## src/rtl/tarq_pkg.sv

```systemverilog
// ----------------------------------------------------------------------------
// tarq_pkg: shared types and constants of the tetrahedron quality pipeline
// Field widths, internal word widths and the stage-to-stage payload structs.
// ----------------------------------------------------------------------------
package tarq_pkg;

  // Interface widths
  localparam int CoordW   = 16;
  localparam int FracBits = 16;
  localparam int QualW    = FracBits + 2;

  // Geometry words
  localparam int DiffW  = CoordW + 1;       // vertex difference
  localparam int SqW    = 2 * CoordW;       // squared difference, unsigned
  localparam int Sum6W  = SqW + 3;          // sum of six squares
  localparam int SumW   = SqW + 5;          // sum of eighteen squares (S)
  localparam int CrossW = 2 * DiffW;        // cross product component
  localparam int DotW   = DiffW + CrossW;   // one dot product term
  localparam int DetW   = DotW + 2;         // six times signed volume (D)
  localparam int MagW   = DetW - 1;         // |D|

  // Power words
  localparam int SLoW    = (SumW + 1) / 2;
  localparam int SHiW    = SumW - SLoW;
  localparam int S2W     = 2 * SumW;
  localparam int DLoW    = (MagW + 1) / 2;
  localparam int DHiW    = MagW - DLoW;
  localparam int D2W     = 2 * MagW;
  localparam int S2LimbW = (S2W + 2) / 3;
  localparam int S2PadW  = 3 * S2LimbW;
  localparam int S3W     = 3 * SumW;

  // 432 = (12*sqrt(3))^2, scale of D^2 against S^3
  localparam int K2  = 432;
  localparam int K2W = 9;

  // Quotient / root words
  localparam int TW       = 2 * FracBits;     // D^2 scaled / S^3, overflow flagged by sat
  localparam int RW       = D2W + K2W + TW;   // dividend
  localparam int RootRemW = FracBits + 3;

  typedef struct packed {
    logic signed [CoordW-1:0] a_x;
    logic signed [CoordW-1:0] a_y;
    logic signed [CoordW-1:0] a_z;
    logic signed [CoordW-1:0] b_x;
    logic signed [CoordW-1:0] b_y;
    logic signed [CoordW-1:0] b_z;
    logic signed [CoordW-1:0] c_x;
    logic signed [CoordW-1:0] c_y;
    logic signed [CoordW-1:0] c_z;
    logic signed [CoordW-1:0] d_x;
    logic signed [CoordW-1:0] d_y;
    logic signed [CoordW-1:0] d_z;
  } tarq_in_t;

  typedef struct packed {
    logic signed [QualW-1:0] quality;
    logic                    degenerate;
  } tarq_out_t;

  typedef struct packed {
    logic        [SumW-1:0] s;
    logic signed [DetW-1:0] d;
  } tarq_geom_t;

  typedef struct packed {
    logic [S3W-1:0] s3;
    logic [RW-1:0]  r;
    logic           neg;
    logic           deg;
  } tarq_pow_t;

  typedef struct packed {
    logic neg;
    logic deg;
    logic sat;
  } tarq_meta_t;

  typedef struct packed {
    logic [TW-1:0] t;
    tarq_meta_t    meta;
  } tarq_quot_t;

  typedef struct packed {
    logic [FracBits-1:0] q;
    tarq_meta_t          meta;
  } tarq_root_t;

endpackage

```

## src/rtl/tarq_sqrt.sv

```systemverilog
// ----------------------------------------------------------------------------
// tarq_sqrt: pipelined integer square root
// Digit-by-digit floor square root, one root bit per stage.
// ----------------------------------------------------------------------------
module tarq_sqrt (
  input  logic                 clk_i,
  input  logic                 rst_ni,
  input  logic                 en_i,
  input  logic                 valid_i,
  input  tarq_pkg::tarq_quot_t data_i,
  output logic                 valid_o,
  output tarq_pkg::tarq_root_t data_o
);
  import tarq_pkg::*;

  localparam int NumStg = FracBits;

  logic [RootRemW-1:0] src_r [NumStg];
  logic [FracBits-1:0] src_q [NumStg];
  logic [TW-1:0]       src_t [NumStg];
  tarq_meta_t          src_m [NumStg];
  logic [RootRemW-1:0] rr    [NumStg];
  logic [RootRemW-1:0] cand  [NumStg];
  logic                ge    [NumStg];
  logic [RootRemW-1:0] r_q   [NumStg];
  logic [FracBits-1:0] q_q   [NumStg];
  logic [TW-1:0]       t_q   [NumStg];
  tarq_meta_t          m_q   [NumStg];
  logic [NumStg-1:0]   v_q;

  always_comb begin
    for (int i = 0; i < NumStg; i++) begin
      if (i == 0) begin
        src_r[i] = '0;
        src_q[i] = '0;
        src_t[i] = data_i.t;
        src_m[i] = data_i.meta;
      end else begin
        src_r[i] = r_q[i-1];
        src_q[i] = q_q[i-1];
        src_t[i] = t_q[i-1];
        src_m[i] = m_q[i-1];
      end
      rr[i]   = {src_r[i][RootRemW-3:0], src_t[i][TW-1 -: 2]};
      cand[i] = RootRemW'({src_q[i], 2'b01});
      ge[i]   = (rr[i] >= cand[i]);
    end
  end

  always_ff @(posedge clk_i) begin
    if (en_i) begin
      for (int i = 0; i < NumStg; i++) begin
        r_q[i] <= ge[i] ? rr[i] - cand[i] : rr[i];
        q_q[i] <= {src_q[i][FracBits-2:0], ge[i]};
        t_q[i] <= src_t[i] << 2;
        m_q[i] <= src_m[i];
      end
    end
  end

  always_ff @(posedge clk_i or negedge rst_ni) begin
    if (!rst_ni) begin
      v_q <= '0;
    end else if (en_i) begin
      v_q <= {v_q[NumStg-2:0], valid_i};
    end
  end

  assign valid_o     = v_q[NumStg-1];
  assign data_o.q    = q_q[NumStg-1];
  assign data_o.meta = m_q[NumStg-1];

endmodule

```

## config.mk

```make
export PLATFORM = sky130hd
export DESIGN_NAME = tarq_sqrt
export DESIGN_NICKNAME = d
export VERILOG_FILES = /design/src/rtl/tarq_pkg.sv /design/src/rtl/tarq_sqrt.sv
export SDC_FILE = /design/constraint.sdc
export NUM_CORES = 1
export LEC_CHECK = 0
export BUFFER_PORTS_ARGS = -buffer_cell sky130_fd_sc_hd__buf_2
export CORE_ASPECT_RATIO = 1.25
export CORE_UTILIZATION = 30
export DETAILED_ROUTE_END_ITERATION = 10
export PLACE_DENSITY = 0.53
export SYNTH_ARGS = -nofsm -noshare
export SYNTH_HDL_FRONTEND = slang
export SYNTH_SLANG_ARGS = --single-unit
```

## constraint.sdc

```tcl
create_clock -name clk_i -period 7.4 [get_ports clk_i]
set_input_delay 0.37 -clock clk_i [delete_from_list [all_inputs] [get_ports clk_i]]
set_output_delay 0.37 -clock clk_i [all_outputs]
set_load 0.1 [all_outputs]
```

; ---- Word-level counts from Yosys, hierarchy flattened
; Memories as Yosys holds them, arrays and structs flattened.
; Cells that the tools add are included.
[op_classes]
n_addsub = 16
magnitude_cmp = 16
mux = 18
[ops]
columns = operator, count
row1 = $mux 19, 16
row2 = $ge 19x18->1, 15
row3 = $sub 19x18->19, 15
row4 = $sub 2x1->3 const B, 1
row5 = $ge 2x1->1 const B, 1
row6 = $mux 1, 2
[word_totals]
ff_bits = 16
mem_bits_rw = 1088
inputBits = 39
output_inout_bits = 20
word_cells = 55
memories = 4
[mem_list]
columns = name, depth, word_bits, read_ports, rd_clocked_by_memory_dff, write_ports, line
row1 = t_q, 16, 30, 15, 0, 16, tarq_sqrt.sv:27  ; logic [TW-1:0] t_q [NumStg];
row2 = r_q, 16, 19, 15, 0, 16, tarq_sqrt.sv:25  ; logic [RootRemW-1:0] r_q [NumStg];
row3 = q_q, 16, 16, 16, 0, 16, tarq_sqrt.sv:26  ; logic [FracBits-1:0] q_q [NumStg];
row4 = m_q, 16, 3, 16, 0, 16, tarq_sqrt.sv:28  ; tarq_meta_t m_q [NumStg];

; ---- Longest topological paths before layout
; Gate-level depths: netlist (run 1).
; An unclocked memory read counts as a cell.
[depth]
ltp_word = 3
depth_mapped = 11
mapped_depth_nobuf = 9

; ---- Worst setup path after synthesis (run 1)
; No wires, ideal clock.
[synth_timing]
path_type = reg-to-reg
start = memory r_q[1][101] (netlist name)
end = memory r_q[1][123] (netlist name), data pin
setup_ps = 260
arrival_ps = 2447
required_ps = 7140
setup_slack_ps = 4693
path_stages_with_launch = 9
n_path_buf = 1
period_less_slack_ps = 2707
path_cell_list = edfxtp_1 -> ha_1 -> a21o_1 -> a21o_1 -> a21oi_1 -> a21boi_2 -> a221oi_2 -> buf_6 -> mux2_2
[synth_rtl]
columns = item, line
row1 = start: declaration, tarq_sqrt.sv:25

==> results by group, run 1 <==
STA
  – Fin. max-slew vios: 0
  – Actual slew at the worst max-slew pin: 1110 ps
  – Fmax: 0.309 GHz
  – Setup TNS: 0 ps
  – Final Hold Fails: 0
  – Tcrit/Tclk final: 0.437
  – Final min period: 3230 ps
  – Final setup viols: 0
  – RSZ-0062 raised after global routing: no
  – Slew HR: 0.257
  – Final Skew: 31.4 ps

Logic synthesis
  – Post-synth top area cell: edfxtp_1
  – Register bit count reported by yosys: 677
  – Register area share after synthesis: 0.655
  – Synth Flop Type: edfxtp_1
  – Synth top cells by count: edfxtp_1 (661), inv_1 (186), ha_1 (152)
  – Synth top area cells: edfxtp_1 (64%), ha_1 (6.1%), mux2_2 (2.6%)
  – Mapped Cells: 2274
  – Most numerous cell in the Yosys netlist: edfxtp_1
  – Synth top area share: 0.642
  – Synth Net Count: 2465
  – Netlist cell types: 81
  – EDFF count, synth: 661
  – Avg Inst Size Synth: 13.6 sq um
  – Yosys warnings: 0
  – Synth Cell Area: 0.0309 sq mm
  – FFs w/ async S/R, synth: 0.0236

GRT
  – GRT Residual Overflow: 0
  – Antenna violations before repair: 0
  – Global-route usage over all layers: 0.110
  – Vias in the first global route: 18771
  – Largest net degree at the start of global routing: 191
  – First-pass GRT wire length: 92800 microns

Detailed routing
  – Vias: 17899
  – Drt drc: 0
  – Drt wl/cell: 15.1 microns
  – Initial DRT Pass Iterations: 5
  – Vias per cell: 4.72
  – Drt total wl: 57300 microns
  – Initial drt markers: 969
  – Remaining antenna violation count: 0

Layout
  – Ant. Diodes: 0
  – Area of the multi-input gates: 0.00976 sq mm
  – FILL cells: 9793
  – Fin cells: 3795
  – Area Growth Syn to Fin: 14.8%
  – Proportion of layout cells with a drive suffix above 1: 0.111
  – Final Util: 0.348
  – Sequential cell area: 0.0202 sq mm
  – Design area: 0.0355 sq mm
  – Nets: 2596

Clock network
  – Clock slew at reported path FFs: 60 ps
  – CTS sink cnt: 677
  – Cts bufs inserted: 74
  – Post-CTS setup buffer count: 0
  – Root buffer cell: clkbuf_16
  – CTS tree: done
  – Clock Latency Late Sink: 630 ps
  – H-tree levels: 3
  – Maximum clock path buffer count: 3

Hold path
  – Hold Path Class: primary input to flip-flop
  – Hold path depth: 2

Place
  – Routability congestion estimate: 0.945
  – Post-DP HPWL: 39700 microns
  – Area after DPL: 0.0328 sq mm
  – Placed Instances: 3624
  – Number of port buffers: 58

Critical path
  – Reg2reg path depth: 7
  – Endpoint class of the critical path: flip-flop
  – Worst path bufs/invs: 1
  – CP max FO: 14
  – Crit path cell chain: ha_1 > a21o_1 > a2111oi_0 > nor2b_1 > o31a_1 > inv_1 > a31o_2
  – Critical path type: flip-flop to flip-flop
  – Worst Path Required: 7750 ps
  – Max incr delay on CP: 500 ps
  – Startpoint types: flip-flop
  – Top delay family on crit path: compound AO/OA/AOI/OAI gates
  – CP max stage cell: a2111oi_0
  – Data arrival, critical path: 3590 ps
  – Stages on worst setup path: 7

Floorplanning
  – Initial core utilization: 0.303
  – FP Rows: 131
  – Total die area: 0.104 sq mm
  – Boundary Pins: 59
  – Die Width: 289 microns
  – Total core area: 0.102 sq mm
  – Die height: 361 microns

Flow run
  – Max-cap violations: 0

Status
  – Outcome: finished, final reports clean

Power
  – Lkg Pwr: 13.3 nW
  – PwrDens: 285 mW/mm^2
  – Worst vdd ir: 219 uV
[layout by cell type (no fill, tap or decap), drive strengths merged, types with 14 or more instances in the layout]
cell type | Yosys | layout
nor2 | 142 | 142
xnor2 | 89 | 89
and2 | 14 | 14
a31oi | 14 | 14
nor2b | 24 | 24
xor2 | 65 | 65
a21oi | 114 | 114
nor3 | 59 | 59
edfxtp | 661 | 661
clkinv | 0 | 34
nand2 | 96 | 96
clkbuf | 28 | 89
ha | 152 | 152
o21a | 39 | 39
nand4 | 19 | 19
a21o | 39 | 39
nor4 | 31 | 31
or3 | 31 | 31
dfrtp | 16 | 16
buf | 19 | 67
nand2b | 27 | 27
mux2 | 72 | 72
nand3 | 39 | 39
o21ai | 107 | 107
inv | 186 | 189
dlygate4sd3 | 0 | 35
[routing by layer]
| layer | global-route usage | wire length, microns |
|---|---|---|
| met5 | 0 | 0 |
| met3 | 0.0219 | 2050 |
| met4 | 0.0572 | 2610 |
| met1 | 0.104 | 20700 |
| met2 | 0.217 | 31900 |
[stage by stage]
step           hold WS (ps)  power [W]  worst slack (ps)
5_1_grt                35.0     0.0107              3830
4_1_cts                12.2     0.0103              4090
2_1_floorplan          74.4    0.00613              4690
3_3_place_gp            293    0.00656              4180
6_report               63.6     0.0101              4170
3_5_place_dp            297    0.00660              4130
[report_power, final]
group	internal, W	leakage [nW]	switching, W	total, W
clock	0.00209	1.16	0.00151	0.00360
sequential	0.00473	6.53	0.000219	0.00495
combinational	0.000685	5.65	0.000900	0.00159
[area by class of cell]
class	instances	share of cell area
clock buffer	89	0.0543
timing repair buffer	102	0.0213
inverter	186	0.0197
clock inverter	47	0.0130
sequential	677	0.570
multi-input combinational	1364	0.275
tap	1330	0.0469
[registers in the layout, indices dropped and copies added (netlist names)]
| signal | cells |
|---|---|
| v_q | 16 |
| r_q | 237 |
| q_q | 136 |
| t_q | 240 |
| m_q | 48 |
[timing repair]
item / in CTS / in global routing
hold buffers: 35 / 0
setup endpoints to repair: 0 / 0
endpoints found under the hold margin: 50 / 0
gates resized for setup: 0 / 0
[kinds of logic (layout without fill, tap and decap cells)]
family / Yosys count / in the layout / synth area share
flops: 677 / 677 / 0.655
simple gates: 547 / 547 / 0.0910
fa+ha+maj: 152 / 152 / 0.0615
buf+inv: 233 / 424 / 0.0301
compound gates: 432 / 432 / 0.0910
mux: 78 / 78 / 0.0282
xor+xnor: 154 / 154 / 0.0436
other cells: 1 / 1 / 0.000121
[path summary, 6_finish.rpt]
kind / from / end / slack [ps]
hold reg to reg: t_q[0][47]$_DFFE_PP_ / t_q[0][79]$_DFFE_PP_ / 410
max in group asynchronous: rst_ni / v_q[4]$_DFFE_PN0P_ / 6930
min in group asynchronous: rst_ni / v_q[5]$_DFFE_PN0P_ / 210
setup / recovery: r_q[0][139]$_DFFE_PP_ / r_q[1][7]$_DFFE_PP_ / 4170
setup reg to reg: r_q[0][139]$_DFFE_PP_ / r_q[1][7]$_DFFE_PP_ / 4170
hold / removal: data_i[33] / r_q[0][0]$_DFFE_PP_ / 60
[worst reg2reg max path: cells and delay by family (launching register included)]
family / cells / cell delay, ps
fa+ha+maj: 1 / 370
buf+inv: 1 / 400
simple gates: 1 / 250
compound gates: 4 / 1560
flops: 1 / 390
Power figures use the tool's default switching activity.
==> inputs of run 2 (changes only) <==
--- a/config.mk
+++ b/config.mk
@@ -9,7 +9,7 @@
 export CORE_ASPECT_RATIO = 1.25
 export CORE_UTILIZATION = 30
 export DETAILED_ROUTE_END_ITERATION = 10
-export PLACE_DENSITY = 0.53
+export PLACE_DENSITY = 0.55
 export SYNTH_ARGS = -nofsm -noshare
 export SYNTH_HDL_FRONTEND = slang
 export SYNTH_SLANG_ARGS = --single-unit
==> constraint.sdc (replaced) <==
create_clock -name clk_i -period 2.8 [get_ports clk_i]
set_input_delay 0.14 -clock clk_i [delete_from_list [all_inputs] [get_ports clk_i]]
set_output_delay 0.14 -clock clk_i [all_outputs]
set_load 0.1 [all_outputs]
==> run 2 against run 1 <==
Against the previous run: critical path depth up 2; clock power rose to 2.7 times the previous value; sequential cell count stayed put; via count rose by 2.2%; largest cell class unchanged.
==> results by group, run 2 (synthesis results as in run 1) <==
Clock network
  – Cts bufs inserted: 75 (was 74)
  – CTS tree: done (unchanged)
  – Clock slew at reported path FFs: 60 ps (about the same)
  – Clock Latency Late Sink: 620 ps (was 630 ps)
  – Maximum clock path buffer count: 3 (unchanged)
  – Root buffer cell: clkbuf_16 (unchanged)
  – CTS sink cnt: 677 (unchanged)
  – H-tree levels: 3 (unchanged)

Critical path
  – CP max FO: 5 (was 14)
  – Worst r2r dst: r_q[1][89]$_DFFE_PP_ (was r_q[1][7]$_DFFE_PP_)
  – Worst reg-to-reg setup slack: 100 ps (was 4170 ps)
  – Worst reg2reg path startpoint: r_q[1][57]$_DFFE_PP_ (was r_q[0][139]$_DFFE_PP_)
  – Data arrival, critical path: 3040 ps (was 3590 ps)
  – Critical path type: flip-flop to flip-flop (unchanged)
  – Startpoint types: flip-flop (unchanged)
  – Reg2reg path depth: 9 (was 7)
  – Endpoint class of the critical path: flip-flop (unchanged)
  – Worst Path Required: 3130 ps (was 7750 ps)

Place
  – Post-DP HPWL: 42500 microns (was 39700 microns)
  – Routability congestion estimate: 0.879 (was 0.945)
  – Placed Instances: 3711 (was 3624)
  – Number of port buffers: 58 (unchanged)

Detailed routing
  – Drt drc: 0 (unchanged)
  – Drt total wl: 59800 microns (was 57300 microns)
  – Vias per cell: 4.71 (was 4.72)
  – Initial drt markers: 895 (was 969)
  – Vias: 18286 (was 17899)
  – Remaining antenna violation count: 0 (unchanged)
  – Drt wl/cell: 15.4 microns (was 15.1 microns)
  – Initial DRT Pass Iterations: 5 (unchanged)

Layout
  – Final Util: 0.357 (was 0.348)
  – Ant. Diodes: 0 (unchanged)
  – Most flops, register: t_q (unchanged)
  – Most common cell after layout, fill and taps aside: edfxtp_1 (unchanged)
  – Fin cells: 3885 (was 3795)
  – Most frequent cells in the layout: edfxtp_1 (661), inv_1 (185), ha_1 (152), nor2_1 (142), a21oi_1 (112) (was edfxtp_1 (661), inv_1 (186), ha_1 (152), nor2_1 (142), a21oi_1 (113))
  – Proportion of layout cells with a drive suffix above 1: 0.146 (was 0.111)
  – Area Growth Syn to Fin: 17.8% (was 14.8%)
  – Largest register FFs: 240 (unchanged)
  – Nets: 2692 (was 2596)
  – Top flop regs: t_q x240, r_q x237, q_q x136 (unchanged)
  – FILL cells: 9696 (was 9793)

Power
  – Logic pwr share: 0.164 (was 0.156)
  – Final Total Pwr: 0.0274 W (was 0.0101 W)
  – Clock Power Share: 0.357 (was 0.355)
  – Worst vdd ir: 442 uV (was 219 uV)
  – Lkg Pwr: 13.9 nW (was 13.3 nW)
  – Net Sw Frac: 0.259 (about the same)
  – Sequential power share: 0.479 (was 0.489)
  – PwrDens: 751 mW/mm^2 (was 285 mW/mm^2)
  – Pint: 0.0203 W (was 0.00751 W)
  – Switching Power: 0.00708 W (was 0.00263 W)

GRT
  – Grt met2 use: 0.221 (was 0.217)
  – Global-route usage over all layers: 0.114 (was 0.110)
  – Antenna violations before repair: 0 (unchanged)
  – Busiest layer in global routing: met2 (unchanged)
  – Grt met1 use: 0.109 (was 0.104)
  – Largest net degree at the start of global routing: 111 (was 191)
  – First-pass GRT wire length: 95600 microns (was 92800 microns)
  – Vias in the first global route: 19119 (was 18771)
  – GRT Residual Overflow: 0 (unchanged)
  – GR Layer Usage met3: 0.0211 (was 0.0219)

Status
  – Outcome: finished, final reports clean (unchanged)

STA
  – Final min period: 2700 ps (was 3230 ps)
  – RSZ-0062 raised after global routing: yes (was no)
  – Fin. max-slew vios: 0 (unchanged)
  – Tcrit/Tclk final: 0.966 (was 0.437)
  – Final Skew: 34.2 ps (was 31.4 ps)
  – Final setup viols: 0 (unchanged)
  – Slew HR: 0.524 (was 0.257)
  – Final Hold Fails: 0 (unchanged)
  – Fmax: 0.370 GHz (was 0.309 GHz)
  – Actual slew at the worst max-slew pin: 712 ps (was 1110 ps)

Floorplanning
  – Total core area: 0.102 sq mm (unchanged)
  – Initial core utilization: 0.303 (unchanged)
  – FP Rows: 131 (unchanged)
  – Boundary Pins: 59 (unchanged)
  – Die height: 361 microns (unchanged)
  – Die Width: 289 microns (unchanged)
  – Total die area: 0.104 sq mm (unchanged)

Hold path
  – Worst hold path endpoint: t_q[0][18]$_DFFE_PP_ (was r_q[0][0]$_DFFE_PP_)
  – HP Start: data_i[21] (was data_i[33])
  – Hold Path Class: primary input to flip-flop (unchanged)
  – Hold path depth: 2 (unchanged)

Flow run
  – Max-cap violations: 0 (unchanged)
run 2: metal layers:
metal	vias to the layer above	wire, microns
met4	0	3110
met3	162	1930
met2	311	33000
li1	8963	-
met1	8850	21800
met5	-	0
run 2: power by group through the flow:
stage | Sequential, W | Combinational [W] | Clock, W
4_1_cts | 0.0131 | 0.00449 | 0.0102
3_5_place_dp | 0.0133 | 0.00441 | 0
5_1_grt | 0.0132 | 0.00498 | 0.0105
3_3_place_gp | 0.0133 | 0.00434 | 0
2_1_floorplan | 0.0132 | 0.00298 | 0
6_report | 0.0131 | 0.00449 | 0.00978
run 2: worst max-delay path by stage:
stage,start,end,slack [ps],depth (start not counted)
detailed placement,r_q[1][57]$_DFFE_PP_,r_q[1][89]$_DFFE_PP_,-130,9
floorplan,r_q[1][101]$_DFFE_PP_,r_q[1][123]$_DFFE_PP_,90,8
global route,q_q[1][81]$_DFFE_PP_,r_q[1][123]$_DFFE_PP_,-0.2,9
global placement,q_q[1][49]$_DFFE_PP_,r_q[1][89]$_DFFE_PP_,-110,10
CTS,r_q[1][95]$_DFFE_PP_,r_q[1][123]$_DFFE_PP_,30,8
finish,r_q[1][57]$_DFFE_PP_,r_q[1][89]$_DFFE_PP_,100,9
run 2: critical path, cell delays in order, from the launching register on:
cell and delay, ps:
edfxtp_1 410, ha_1 270, or3_1 360, o22ai_1 140
buf_4 170, a21oi_1 120, o41ai_4 460, buf_4 190
xnor2_1 50, mux2_2 260
run 2: through the flow:
step	instance area [sq um]	worst slack [ps]	TNS (ps)	hold WS, ps
floorplan	30900	92.7	0	-156
detailed placement	33500	-130	-514	66.6
CTS	36400	25.9	0	169
global placement	33500	-106	-278	56.0
global route	36400	-0.197	-0.197	189
finish	36400	95.2	0	224
run 2: layout make-up:
cell class | count | area, sq um | area share
multi-input combinational | 1364 | 9800 | 0.269
timing repair buffer | 196 | 1560 | 0.0429
clock buffer | 89 | 1960 | 0.0538
tap | 1330 | 1660 | 0.0457
timing repair inverter | 1 | 7.51 | 0.000206
sequential | 677 | 20200 | 0.556
clock inverter | 42 | 485 | 0.0133
inverter | 186 | 702 | 0.0193
run 2: timing repair:
| action | in CTS | in global routing |
|---|---|---|
| hold endpoints to repair | 89 | 0 |
| cloned | 0 | 1 |
| gates resized for setup | 2 | 12 |
| buffers inserted | 0 | 2 |
| pin swaps | 0 | 2 |
| hold buffers | 40 | 0 |
| endpoints found under the setup margin | 11 | 59 |
